$ cat config.mk
export PLATFORM = sky130hd
export DESIGN_NAME = visca_reply_tracker
export DESIGN_NICKNAME = d
export VERILOG_FILES = /design/src/rtl/vrt_pkg.sv /design/src/rtl/vrt_ram.sv /design/src/rtl/visca_reply_tracker.sv
export SDC_FILE = /design/constraint.sdc
export NUM_CORES = 1
export LEC_CHECK = 0
export BUFFER_PORTS_ARGS = -buffer_cell sky130_fd_sc_hd__buf_4
export CAP_MARGIN = 20
export CORE_ASPECT_RATIO = 1.4
export CORE_UTILIZATION = 30
export CTS_CLUSTER_DIAMETER = 50
export DETAILED_ROUTE_END_ITERATION = 7
export PLACE_DENSITY = 0.41
export SLEW_MARGIN = 20
export SYNTH_ARGS = -nofsm -noshare
export SYNTH_HDL_FRONTEND = slang
export SYNTH_SLANG_ARGS = --single-unit
$ cat constraint.sdc
create_clock -name clk_i -period 9.9 [get_ports clk_i]
set_clock_uncertainty 0.1 [all_clocks]
set_input_delay 1.98 -clock clk_i [delete_from_list [all_inputs] [get_ports clk_i]]
set_output_delay 1.98 -clock clk_i [all_outputs]
set_load 0.01 [all_outputs]
$ cat src/rtl/vrt_pkg.sv
// vrt_pkg: shared types and constants for the camera reply tracker
// no dependencies
package vrt_pkg;

  typedef enum logic [1:0] {
    REQ_BYTE = 2'd0,
    REQ_CMD  = 2'd1,
    REQ_TICK = 2'd2,
    REQ_NONE = 2'd3
  } req_e;

  typedef enum logic [2:0] {
    KIND_DATA   = 3'd0,
    KIND_ACK    = 3'd1,
    KIND_DONE   = 3'd2,
    KIND_ERROR  = 3'd3,
    KIND_REJECT = 3'd4
  } kind_e;

  localparam logic [7:0] BYTE_TERM   = 8'hFF;
  localparam logic [7:0] HDR_LO      = 8'h90;
  localparam logic [7:0] HDR_HI      = 8'h9F;
  localparam logic [7:0] DATA_A      = 8'h4F;
  localparam logic [7:0] DATA_B      = 8'h5F;
  localparam logic [3:0] CLS_ACK     = 4'h4;
  localparam logic [3:0] CLS_DONE    = 4'h5;
  localparam logic [3:0] CLS_ERROR   = 4'h6;
  localparam logic [7:0] ERR_TIMEOUT = 8'hFE;

  localparam int unsigned EntryW = 39;

  typedef struct packed {
    logic [1:0]  req_type;
    logic [7:0]  rx_byte;
    logic [7:0]  cmd_tag;
    logic [14:0] cmd_timeout;
  } in_word_t;

  typedef struct packed {
    logic [2:0] out_kind;
    logic [7:0] out_tag;
    logic [3:0] out_socket;
    logic [7:0] error_code;
    logic [7:0] data_byte;
    logic       last;
  } out_word_t;

  // command entry: tag, timeout, issue tick
  typedef struct packed {
    logic [15:0] stamp;
    logic [14:0] tmo;
    logic [7:0]  tag;
  } entry_t;

endpackage

$ cat src/rtl/vrt_ram.sv
// vrt_ram: generic single-port-write ram with registered read
// no dependencies
module vrt_ram #(
  parameter int unsigned Width = 8,
  parameter int unsigned Depth = 16,
  localparam int unsigned AW   = (Depth > 1) ? $clog2(Depth) : 1
) (
  input  logic             clk_i,
  input  logic             we_i,
  input  logic [AW-1:0]    waddr_i,
  input  logic [Width-1:0] wdata_i,
  input  logic [AW-1:0]    raddr_i,
  output logic [Width-1:0] rdata_o
);
  logic [Width-1:0] mem [Depth];

  always_ff @(posedge clk_i) begin
    if (we_i) mem[waddr_i] <= wdata_i;
    rdata_o <= mem[raddr_i];
  end
endmodule

$ cat src/rtl/visca_reply_tracker.sv
// visca_reply_tracker: top level, sequencer over the pending queue and socket table
// depends on vrt_pkg and vrt_ram
//
// usage: one input channel (in_valid_i/in_ready_o/in_word_i) takes a reply byte,
// a command-issued event or a tick. one output channel (out_valid_o/out_ready_i/
// out_word_o) gives result words; the last word of an item has last set.
// each item is handled alone by a small sequencer. a queued command or a reply
// byte with no result leaves it idle, a single result word passes through the
// emit state, the two header words of a data frame pass through emit, data and
// emit again; an ack reads the pending queue memory once, then emits.
// a completion, error or tick walks the socket table memory in order: an empty
// socket is skipped from the scan state, a live one goes on to the eval state
// (read, then decide); the walk is what sets the rate for ticks and retires.
// each result word sits in an output register; while the receiver stalls the
// sequencer waits on that register and nothing is lost.
// reset clears queue pointers, valid bits, tick counter and framing state; the
// memories hold no reset value and are never read before being written, so no
// clearing pass is needed.
// in_ready_o is high only while the sequencer is idle.
module visca_reply_tracker
  import vrt_pkg::*;
#(
  parameter int unsigned PENDING_DEPTH = 8,
  parameter int unsigned SOCKET_COUNT  = 16
) (
  input  logic      clk_i,
  input  logic      rst_ni,
  input  logic      in_valid_i,
  output logic      in_ready_o,
  input  in_word_t  in_word_i,
  output logic      out_valid_o,
  input  logic      out_ready_i,
  output out_word_t out_word_o
);
  localparam int unsigned PW = (PENDING_DEPTH > 1) ? $clog2(PENDING_DEPTH) : 1;
  localparam int unsigned SW = (SOCKET_COUNT > 1) ? $clog2(SOCKET_COUNT) : 1;
  localparam int unsigned CW = $clog2(PENDING_DEPTH + 1);

  typedef enum logic [5:0] {
    ST_IDLE = 6'b000001,
    ST_ACKR = 6'b000010, // pending read issued
    ST_SCAN = 6'b000100, // socket read issued
    ST_EVAL = 6'b001000, // socket data available
    ST_EMIT = 6'b010000, // waiting for output register
    ST_DATA = 6'b100000  // second data word of a frame
  } state_e;

  state_e      state_q, state_d;
  logic [PW-1:0] head_q, head_d;
  logic [CW-1:0] count_q, count_d;
  logic [SOCKET_COUNT-1:0] valid_q, valid_d;
  logic [15:0] tick_q, tick_d;
  logic [1:0]  fpos_q, fpos_d;
  logic [7:0]  first_q, first_d, second_q, second_d, third_q, third_d;
  logic [SW:0] sock_q, sock_d;     // scan index, one wider for end detect
  logic        tick_mode_q, tick_mode_d; // 1 tick scan, 0 retire scan
  logic        found_q, found_d;   // some result already held in this scan
  out_word_t   pend_q, pend_d;     // word waiting to be shown
  state_e      ret_q, ret_d;       // state after emit
  logic        ovalid_q, ovalid_d;
  out_word_t   oword_q, oword_d;

  // pending queue memory
  logic          pq_we;
  logic [PW-1:0] pq_waddr, pq_raddr;
  entry_t        pq_wdata, pq_rdata;
  vrt_ram #(.Width(EntryW), .Depth(PENDING_DEPTH)) u_pq (
    .clk_i, .we_i(pq_we), .waddr_i(pq_waddr), .wdata_i(pq_wdata),
    .raddr_i(pq_raddr), .rdata_o(pq_rdata)
  );

  // socket table memory
  logic          st_we;
  logic [SW-1:0] st_waddr, st_raddr;
  entry_t        st_wdata, st_rdata;
  vrt_ram #(.Width(EntryW), .Depth(SOCKET_COUNT)) u_st (
    .clk_i, .we_i(st_we), .waddr_i(st_waddr), .wdata_i(st_wdata),
    .raddr_i(st_raddr), .rdata_o(st_rdata)
  );

  logic hdr, is_data2, is_data_b;
  logic [15:0] age;
  logic [PW-1:0] tail;
  logic [CW+PW-1:0] tail_sum;
  logic accept, oslot_free;
  out_word_t w;

  assign in_ready_o  = (state_q == ST_IDLE);
  assign accept      = in_valid_i && in_ready_o;
  assign out_valid_o = ovalid_q;
  assign out_word_o  = oword_q;
  assign oslot_free  = !ovalid_q || out_ready_i;
  assign hdr         = (first_q >= HDR_LO) && (first_q <= HDR_HI);
  assign is_data2    = (second_q == DATA_A) || (second_q == DATA_B);
  assign is_data_b   = (in_word_i.rx_byte == DATA_A) || (in_word_i.rx_byte == DATA_B);
  assign age         = tick_q - st_rdata.stamp;
  assign tail_sum    = (CW+PW)'(head_q) + (CW+PW)'(count_q);
  // head below depth and count at most depth, so one subtract wraps the tail
  assign tail        = (tail_sum >= (CW+PW)'(PENDING_DEPTH)) ?
                       PW'(tail_sum - (CW+PW)'(PENDING_DEPTH)) : PW'(tail_sum);

  always_comb begin
    state_d = state_q; head_d = head_q; count_d = count_q;
    valid_d = valid_q; tick_d = tick_q; fpos_d = fpos_q;
    first_d = first_q; second_d = second_q; third_d = third_q;
    sock_d = sock_q; tick_mode_d = tick_mode_q; found_d = found_q;
    pend_d = pend_q; ret_d = ret_q;
    ovalid_d = ovalid_q && !out_ready_i; oword_d = oword_q;
    pq_we = 1'b0; pq_waddr = tail; pq_raddr = head_q;
    pq_wdata = '{stamp: tick_q, tmo: in_word_i.cmd_timeout, tag: in_word_i.cmd_tag};
    st_we = 1'b0; st_waddr = second_q[SW-1:0]; st_raddr = sock_q[SW-1:0];
    st_wdata = pq_rdata;
    w = '0;

    case (state_q)
      ST_IDLE: begin
        if (accept) begin
          case (in_word_i.req_type)
            REQ_CMD: begin
              if (32'(count_q) >= PENDING_DEPTH) begin
                w.out_kind = KIND_REJECT; w.out_tag = in_word_i.cmd_tag; w.last = 1'b1;
                pend_d = w; ret_d = ST_IDLE; state_d = ST_EMIT;
              end else begin
                pq_we = 1'b1; count_d = count_q + 1'b1;
              end
            end
            REQ_TICK: begin
              tick_d = tick_q + 16'd1; tick_mode_d = 1'b1; found_d = 1'b0;
              sock_d = '0; state_d = ST_SCAN;
            end
            REQ_BYTE: begin
              if (in_word_i.rx_byte != BYTE_TERM) begin
                case (fpos_q)
                  2'd0: begin first_d = in_word_i.rx_byte; fpos_d = 2'd1; end
                  2'd1: begin
                    second_d = in_word_i.rx_byte; fpos_d = 2'd2;
                    if (hdr && is_data_b) begin
                      w.out_kind = KIND_DATA; w.out_socket = in_word_i.rx_byte[3:0];
                      w.data_byte = first_q;
                      pend_d = w; ret_d = ST_DATA; state_d = ST_EMIT;
                    end
                  end
                  default: begin
                    if (fpos_q == 2'd2) begin
                      third_d = in_word_i.rx_byte; fpos_d = 2'd3;
                    end
                    if (hdr && is_data2) begin
                      w.out_kind = KIND_DATA; w.out_socket = second_q[3:0];
                      w.data_byte = in_word_i.rx_byte; w.last = 1'b1;
                      pend_d = w; ret_d = ST_IDLE; state_d = ST_EMIT;
                    end
                  end
                endcase
              end else begin
                fpos_d = 2'd0;
                if (fpos_q >= 2'd2 && hdr) begin
                  if (is_data2) begin
                    w.out_kind = KIND_DATA; w.out_socket = second_q[3:0];
                    w.data_byte = BYTE_TERM; w.last = 1'b1;
                    pend_d = w; ret_d = ST_IDLE; state_d = ST_EMIT;
                  end else if (second_q[7:4] == CLS_ACK) begin
                    if (count_q != '0 && 32'(second_q[3:0]) < SOCKET_COUNT)
                      state_d = ST_ACKR;
                  end else if (second_q[7:4] == CLS_DONE || second_q[7:4] == CLS_ERROR) begin
                    // error byte only counts if the frame reached it
                    if (fpos_q != 2'd3) third_d = '0;
                    tick_mode_d = 1'b0; found_d = 1'b0; sock_d = '0; state_d = ST_SCAN;
                  end
                end
              end
            end
            default: ;
          endcase
        end
      end
      ST_ACKR: begin
        st_we = 1'b1;
        valid_d[second_q[SW-1:0]] = 1'b1;
        head_d = (32'(head_q) == PENDING_DEPTH - 1) ? '0 : head_q + 1'b1;
        count_d = count_q - 1'b1;
        w.out_kind = KIND_ACK; w.out_tag = pq_rdata.tag;
        w.out_socket = second_q[3:0]; w.last = 1'b1;
        pend_d = w; ret_d = ST_IDLE; state_d = ST_EMIT;
      end
      ST_SCAN: begin
        // skip empty sockets without waiting for the memory read
        if (32'(sock_q) >= SOCKET_COUNT) begin
          state_d = ST_IDLE;
          if (found_q) begin
            // mark the previously held word as last
            pend_d.last = 1'b1;
          end
        end else if (!valid_q[sock_q[SW-1:0]]) begin
          sock_d = sock_q + 1'b1;
        end else begin
          state_d = ST_EVAL;
        end
      end
      ST_EVAL: begin
        if (tick_mode_q) begin
          if (age > 16'(st_rdata.tmo)) begin
            valid_d[sock_q[SW-1:0]] = 1'b0;
            w.out_kind = KIND_ERROR; w.out_tag = st_rdata.tag;
            w.out_socket = 4'(sock_q); w.error_code = ERR_TIMEOUT;
            // held until next expiry or end of scan decides last
            if (found_q) begin
              ret_d = ST_SCAN;
            end
            found_d = 1'b1;
          end
          sock_d = sock_q + 1'b1;
          state_d = ST_SCAN;
          if (age > 16'(st_rdata.tmo)) begin
            if (found_q) begin
              // send the older held word, keep the new one
              oword_d = pend_q; ovalid_d = 1'b1;
              state_d = oslot_free ? ST_SCAN : ST_EVAL;
              if (!oslot_free) begin
                sock_d = sock_q; found_d = found_q; valid_d = valid_q;
                ovalid_d = ovalid_q && !out_ready_i; oword_d = oword_q;
              end else pend_d = w;
            end else pend_d = w;
          end
        end else begin
          valid_d[sock_q[SW-1:0]] = 1'b0;
          w.out_kind = (second_q[7:4] == CLS_DONE) ? KIND_DONE : KIND_ERROR;
          w.out_tag = st_rdata.tag; w.out_socket = 4'(sock_q);
          if (second_q[7:4] == CLS_ERROR) w.error_code = third_q;
          w.last = 1'b1;
          pend_d = w; ret_d = ST_IDLE; state_d = ST_EMIT;
        end
      end
      ST_EMIT: begin
        if (oslot_free) begin
          oword_d = pend_q; ovalid_d = 1'b1; state_d = ret_q;
        end
      end
      ST_DATA: begin
        w.out_kind = KIND_DATA; w.out_socket = second_q[3:0];
        w.data_byte = second_q; w.last = 1'b1;
        pend_d = w; ret_d = ST_IDLE; state_d = ST_EMIT;
      end
      default: state_d = ST_IDLE;
    endcase

    // end of a tick or retire scan with a held word: flush it
    if (state_q == ST_SCAN && 32'(sock_q) >= SOCKET_COUNT && found_q) begin
      pend_d = pend_q; pend_d.last = 1'b1; ret_d = ST_IDLE; state_d = ST_EMIT;
    end
  end

  always_ff @(posedge clk_i or negedge rst_ni) begin
    if (!rst_ni) begin
      state_q <= ST_IDLE; head_q <= '0; count_q <= '0; valid_q <= '0;
      tick_q <= '0; fpos_q <= '0; first_q <= '0; second_q <= '0; third_q <= '0;
      sock_q <= '0; tick_mode_q <= 1'b0; found_q <= 1'b0; ovalid_q <= 1'b0;
      ret_q <= ST_IDLE;
    end else begin
      state_q <= state_d; head_q <= head_d; count_q <= count_d; valid_q <= valid_d;
      tick_q <= tick_d; fpos_q <= fpos_d; first_q <= first_d; second_q <= second_d;
      third_q <= third_d; sock_q <= sock_d; tick_mode_q <= tick_mode_d;
      found_q <= found_d; ovalid_q <= ovalid_d; ret_q <= ret_d;
    end
  end

  always_ff @(posedge clk_i) begin
    pend_q <= pend_d; oword_q <= oword_d;
  end

`ifndef ASSERT_OFF
  a_count_bound: assert property (@(posedge clk_i) disable iff (!rst_ni)
    32'(count_q) <= PENDING_DEPTH) else $error("pending count overflow");
  a_idle_ready: assert property (@(posedge clk_i) disable iff (!rst_ni)
    (state_q == ST_ACKR) |=> !in_ready_o) else $error("ack must emit before idle");
  a_out_hold: assert property (@(posedge clk_i) disable iff (!rst_ni)
    (out_valid_o && !out_ready_i) |=> $stable(out_word_o)) else $error("output word changed");
  a_ack_pop: assert property (@(posedge clk_i) disable iff (!rst_ni)
    (state_q == ST_ACKR) |-> count_q != '0) else $error("ack on empty queue");
`endif
endmodule
==> qor.yml, run 1 <==
global_routing:
  grt_max_degree: 122
  grt_pass1_wl_um: 174000
  antenna_found_initial: 9
  use_met2: 0.285
  grt-busiest-layer: "met2"
  grt_use_total: 0.163
  grt_pass1_vias: 23500
  met3_usage: 0.0216
  grt.overflow.total: 0
  grt_use_met1: 0.206
finish:
  fin_cells: 4365
  final_util: 0.351
  syn2layout_area_growth_pct: 16.2
  fin_nets: 2395
  drive_above_1_share: 0.293
  design_area_um2: 51800
status:
  outcome: "completed"
power_and_ir_drop:
  powerDensity_nw_per_um2: 219
  ir_worst_vdd_v: 0.000153
  total_leakage_power_nw: 16.7
  total_power_mw: 11.4
clock_network:
  cts_root_buffer: "clkbuf_16"
  cts_hold_buffers: 0
  clock_latency_ps: 760
  cts_buffer_depth: 3
  ctsResizeCount: 0
  path_clk_slew_ps: 60
  cts.sinks: 1160
  cts_buffers: 120
  cts_tree: "built"
  cts_setup_buffers: 0
  ctsHtreeMaxLevel: 3
setup_path:
  r2r_slack_ps: 4540
  cp_max_fo: 32
  slowest_stage: "dfrtp_1"
  cp-endpoint: "out_word_o[31]"
  crit_chain: "inv_1 -> ha_1 -> fa_1 -> nor2b_1 -> o21a_1 -> o21ai_0 -> a21boi_0 -> a41o_1 -> o41ai_1 -> xnor2_1 -> ha_1 -> a2111oi_0 -> nand2_1 -> o31ai_1 -> buf_4 -> nand2_1 -> a31oi_1 -> nor2_4"
  crit_path_start: "tick_q[0]"
  worstPathRequired_ps: 10210
  critPathLaunchType: "register"
  cp_top_family: "compound AO/OA/AOI/OAI gates"
  reg2regPathDepth: 18
  r2r_start: "tick_q[0]"
  crit_buf_inv: 2
  crit_path_end_kind: "register"
  worstSetupPathType: "reg -> reg"
  max_stage_delay_ps: 570
  critPathArrivalTime_ps: 5670
  path_depth: 18
  worst_r2r_endpoint: "out_word_o[31]"
synth:
  ys_types: 80
  ys_warn_count: 0
  ys_seq_area_frac: 0.754
  synth_edf_count: 999
  syn-num-nets: 2247
  synth-async-reset-ratio: 0.0707
  synth.avg_cell_area_um2: 20.6
  ys.flop_type: "edfxtp_1"
  synth_cells: 2164
  synth_seq_cells: 1160
  syn_area_um2: 44600
timing:
  setup_slack_ps: 4540
  rsz0062_at_grt: "no"
  setup_viol: 0
  finalSetupTns_ps: 0
  period_share: 0.541
  finalCriticalPeriod_ps: 5360
  slew-limit-headroom: 0.255
  finalHoldViolCount: 0
  maxSlewViolCount: 0
  fin_hold_ws_ps: 321
  worstMarginPinSlew_ps: 1110
  fmax_ghz: 0.187
floorplanning:
  die_w_um: 328
  die_area_um2: 150000
  core_area_um2: 148000
  die_h_um: 458
  start_util: 0.302
  ios: 71
  rows: 167
worst_hold_path:
  min_from: "pend_q[11]"
  hold_path_class: "reg -> reg"
route:
  routed_wirelength_um: 121000
  first_iter_violations: 1626
  ant_nets: 0
  drc_errors: 0
  routed_via_density: 4.94
  wl_per_cell_um: 27.7
  routed-via-count: 21600
  dr.pass1.iters: 7
placement:
  post-dp-hpwl_um: 65700
  place_ws_ps: 4580
  dpl_cell_area_um2: 47700
  gp_congestion: 0.801
  dp_cells: 4133
  io_buffer_count: 70
job:
  drv_cap: 0
## layout make-up
type | count | area (um2)
diodes | 3 | 7.51
clock buffers | 151 | 3240
clock inverters | 78 | 813
fillers | 13600 | 95900
inverters | 59 | 223
multi-input cells | 851 | 10500
flip-flops and latches | 1160 | 33700
well taps | 1943 | 2430
repair buffers | 120 | 917
## kinds of logic (layout without fill, tap and decap cells)
group | count (synthesis) | after routing | share of synthesized area
AND/OR/NAND/NOR | 282 | 282 | 0.0321
buffers and inverters | 153 | 408 | 0.0136
other | 0 | 3 | 0
AO/OA/AOI/OAI | 154 | 154 | 0.0245
multiplexers | 335 | 335 | 0.155
flip-flops | 1160 | 1160 | 0.754
XOR/XNOR | 34 | 34 | 0.00668
adder cells (fa/ha/maj) | 46 | 46 | 0.0134
## power by group
part	internal, mW	total [mW]	switching (mW)
registers	5.54	5.74	0.199
logic	0.432	0.982	0.551
clock network	2.64	4.64	2.00
## flip-flops by register name, indices dropped and copies added (netlist names), 5 cells and up
register / cells
state_q: 6
sock_q: 5
u_pq.rdata_o: 39
u_st.mem: 624
first_q: 8
out_word_o: 32
second_q: 8
pend_q: 32
u_st.rdata_o: 39
third_q: 8
tick_q: 16
valid_q: 16
u_pq.mem: 312
## layout by cell type, fill, tap and decap left out, types with 11 or more instances in the layout
| cell | n |
|---|---|
| a21oi_1 | 30 |
| a222oi_1 | 13 |
| a22o_1 | 13 |
| buf_4 | 118 |
| bufinv_16 | 11 |
| clkbuf_1 | 20 |
| clkbuf_16 | 121 |
| clkinv_2 | 31 |
| dfrtp_1 | 73 |
| dfxtp_1 | 79 |
| edfxtp_1 | 999 |
| ha_1 | 43 |
| inv_1 | 58 |
| inv_6 | 13 |
| mux2_2 | 48 |
| mux4_2 | 277 |
| nand2_1 | 83 |
| nand2b_1 | 12 |
| nand3_1 | 25 |
| nand4_1 | 14 |
| nor2_1 | 53 |
| nor2_4 | 15 |
| o21ai_0 | 27 |
| xnor2_1 | 27 |
## worst min-delay path by stage
stage                          end  depth (start not counted)
finish              out_word_o[11]                          0
global placement    out_word_o[22]                          0
CTS                 out_word_o[21]                          0
floorplan           out_word_o[10]                          0
detailed placement   out_word_o[3]                          0
global route        out_word_o[10]                          0
## synthesized netlist by cell type (all sizes together) (4+ instances only)
| master | count | area, um2 |
|---|---|---|
| edfxtp | 999 | 30000 |
| nor2 | 70 | 275 |
| nand2b | 12 | 75.1 |
| inv | 58 | 218 |
| a21oi | 30 | 150 |
| a222oi | 13 | 130 |
| nand4 | 16 | 121 |
| clkbuf | 59 | 223 |
| dfxtp | 79 | 1580 |
| a31oi | 4 | 25.0 |
| dfrtp | 80 | 2000 |
| a41oi | 7 | 61.3 |
| nor3 | 15 | 75.1 |
| nand3 | 25 | 125 |
| buf | 35 | 161 |
| xnor2 | 27 | 236 |
| o221ai | 4 | 35.0 |
| o21ai | 30 | 150 |
| nand2 | 84 | 318 |
| mux4 | 277 | 6240 |
| o31ai | 6 | 45.0 |
| o21a | 10 | 75.1 |
| mux2 | 57 | 676 |
| xor2 | 7 | 61.3 |
| and2 | 5 | 31.3 |
| a22o | 13 | 114 |
| a21o | 8 | 60.1 |
| nor2b | 8 | 50.1 |
| ha | 43 | 538 |
| nor4 | 10 | 75.1 |
| and3 | 11 | 75.1 |
## per-layer routing
layer | wire length (um) | vias up
met4 | 3250 | 2
met3 | 4620 | 179
met1 | 50600 | 11700
li1 | - | 9167
met5 | 11 | -
met2 | 62300 | 521
Power figures use the tool's default switching activity.
==> run 2, diff against run 1 <==
--- a/config.mk
+++ b/config.mk
@@ -11,7 +11,7 @@
 export CORE_UTILIZATION = 30
 export CTS_CLUSTER_DIAMETER = 50
 export DETAILED_ROUTE_END_ITERATION = 7
-export PLACE_DENSITY = 0.41
+export PLACE_DENSITY = 0.43
 export SLEW_MARGIN = 20
 export SYNTH_ARGS = -nofsm -noshare
 export SYNTH_HDL_FRONTEND = slang
==> constraint.sdc (replaced) <==
create_clock -name clk_i -period 4.5 [get_ports clk_i]
set_clock_uncertainty 0.1 [all_clocks]
set_input_delay 0.9 -clock clk_i [delete_from_list [all_inputs] [get_ports clk_i]]
set_output_delay 0.9 -clock clk_i [all_outputs]
set_load 0.01 [all_outputs]
==> run 2 against run 1 <==
Compared with the run above:
- fmax is 24% higher
- sequential share of layout area is 1.2 points lower
- critical path depth is 3 higher
- register-to-register slack worse by 4400 ps
- die area stayed put
- non-clock buffer count is 58 higher
- via count hardly changed
- routed wire length is 4.7% lower
- design area is 1.8% higher
- flip-flop and latch count stayed put
- setup slack worse by 4400 ps
==> qor.yml, run 2 (same netlist as run 1, synthesis figures left out) <==
timing:
  fmax_ghz: 0.231  # +24%
  finalCriticalPeriod_ps: 4330  # -1030 ps
  worstMarginPinSlew_ps: 992  # -117 ps
  setup_viol: 0  # unchanged
  setup_slack_ps: 169  # -4370 ps
  finalHoldViolCount: 0  # unchanged
  period_share: 0.962  # +0.421
  slew-limit-headroom: 0.338  # +0.0821
  maxSlewViolCount: 0  # unchanged
finish:
  syn2layout_area_growth_pct: 18.3
  fin_cells: 4418  # +1.2%
  design_area_um2: 52800  # +1.8%
  largest-register: "u_st.mem"
  largest_reg_flops: 624  # unchanged
  largestRegisters: "u_st.mem x624, u_pq.mem x312"
  drive_above_1_share: 0.310  # +0.0168
  fillers: 13600  # -0.40%
  ff_latch_area_um2: 33700  # about the same
  mostFrequentLayoutCells: "edfxtp_1 (999), mux4_2 (277), buf_4 (134)"
  fin_nets: 2452  # +2.4%
  multi_input_area_um2: 10700  # +1.6%
  layout_commonest_cell: "edfxtp_1"
clock_network:
  clock_latency_ps: 750  # about the same
  cts_buffer_depth: 3  # unchanged
  cts_tree: "built"
  cts_hold_buffers: 0  # unchanged
  ctsHtreeMaxLevel: 3  # unchanged
  path_clk_slew_ps: 60  # about the same
  cts.sinks: 1160  # unchanged
  cts_root_buffer: "clkbuf_16"
  cts_buffers: 118  # -1.7%
route:
  wl_per_cell_um: 26.1  # -5.8%
  routed_wirelength_um: 115000  # -4.7%
  dr.pass1.iters: 8  # +1
  routed-via-count: 21600  # +0.023%
  drc_errors: 0  # unchanged
  first_iter_violations: 1877  # +15%
  ant_nets: 0  # unchanged
  routed_via_density: 4.89  # -1.2%
setup_path:
  worstPathRequired_ps: 4910  # -5300 ps
  critPathArrivalTime_ps: 4750  # -920 ps
  worstSetupPathType: "reg -> reg"
  crit_path_end_kind: "register"
  cp_max_fo: 16  # -50%
  critPathLaunchType: "register"
floorplanning:
  start_util: 0.302  # unchanged
  core_area_um2: 148000  # unchanged
  die_w_um: 328  # unchanged
  die_h_um: 458  # unchanged
  rows: 167  # unchanged
  ios: 71  # unchanged
  die_area_um2: 150000  # unchanged
global_routing:
  grt_max_degree: 82  # -33%
  grt.overflow.total: 0  # unchanged
  grt_pass1_vias: 23200  # -1.3%
  grt_pass1_wl_um: 167000  # -3.9%
  grt_use_total: 0.155  # -0.00762
  antenna_found_initial: 9  # unchanged
worst_hold_path:
  hold_path_class: "in -> async"
placement:
  dp_cells: 4182  # +1.2%
  io_buffer_count: 70  # unchanged
  place_ws_ps: -147  # -4730 ps
  dpl_cell_area_um2: 48600  # +1.9%
  gp_congestion: 0.788  # -1.6%
  post-dp-hpwl_um: 65100  # -0.97%
power_and_ir_drop:
  total_leakage_power_nw: 17.0  # +2.1%
  powerDensity_nw_per_um2: 471  # +120%
  ir_worst_vdd_v: 0.000293  # +92%
status:
  outcome: "completed"
job:
  drv_cap: 0  # unchanged
## run 2: cell types whose count changed in the layout (fill, tap and decap cells not counted), sizes merged
cell      delta
inv         -10
bufinv       -4
clkinv      -13
nor2         +1
buf         +57
clkbuf      +19
clkinvlp     +3
## run 2: metal layers
| layer | global-route usage | share of wire | up-vias |
|---|---|---|---|
| met5 | 0 | 0.00023 | - |
| met4 | 0.0399 | 0.019 | 4 |
| met3 | 0.0255 | 0.042 | 130 |
| met2 | 0.272 | 0.52 | 460 |
| met1 | 0.198 | 0.42 | 11700 |
| li1 | - | - | 9298 |
## run 2: stage by stage
stage / utilization / setup TNS [ps] / total power [mW] / hold WS [ps]
2_1_floorplan: - / -183570 / 14.2 / 300
3_3_place_gp: 0.329 / -3100 / 15.2 / 306
3_5_place_dp: 0.329 / -4660 / 15.3 / 305
4_1_cts: 0.356 / 0 / 25.1 / 78.7
5_1_grt: 0.357 / -48.0 / 25.8 / 139
6_report: 0.357 / 0 / 24.9 / 119
## run 2: final cells by class
| cell class | count | area share |
|---|---|---|
| Inverter | 59 | 0.00422 |
| Sequential cell | 1160 | 0.638 |
| Tap cell | 1943 | 0.0461 |
| Timing Repair Buffer | 178 | 0.0357 |
| Clock buffer | 169 | 0.0628 |
| Antenna cell | 3 | 0.000142 |
| Clock inverter | 54 | 0.0106 |
| Multi-Input combinational cell | 852 | 0.203 |
## run 2: worst max-delay path: stages (launching register included)
cell       delay, ps
dfrtp_1          420
ha_4             220
nor2b_1          140
o31a_1           300
buf_4            150
o21ai_4          150
nor2_2            60
o21a_1           180
o21a_1           180
nor2_2           110
xnor2_1           90
ha_1             340
a2111oi_2        370
nand2_1          110
o31ai_2          250
buf_4            180
nand2_2           70
a31oi_4          200
buf_6            140
buf_12           100
nor2_4            30
buf_12           190
## run 2: path summary, 6_finish.rpt
path / startpoint / endpoint / slack (ps) / cells past startpoint
worst max-delay path: tick_q[1] / out_word_o[25] / 170 / 21
worst min-delay path: rst_ni / out_valid_o / 120 / 1
worst max register to register: tick_q[1] / out_word_o[25] / 170 / 21
worst min register to register: pend_q[9] / out_word_o[9] / 320 / 0
max in group asynchronous: rst_ni / state_q[0] / 3160 / 2
min in group clk_i: in_word_i[2] / u_pq.mem[4][10] / 300 / 1
## run 2: timing repair
action                                  in CTS  in global routing
resized for setup                            6                 23
cloned                                       1                  1
pin swaps                                    1                 14
endpoints found under the setup margin      54                 88
buffers inserted                             1                  7
## run 2: power breakdown
part           internal (mW)  total [mW]  switching [mW]
Sequential              12.2        12.5           0.314
Clock                   5.56        9.76            4.20
Combinational           1.15        2.61            1.45
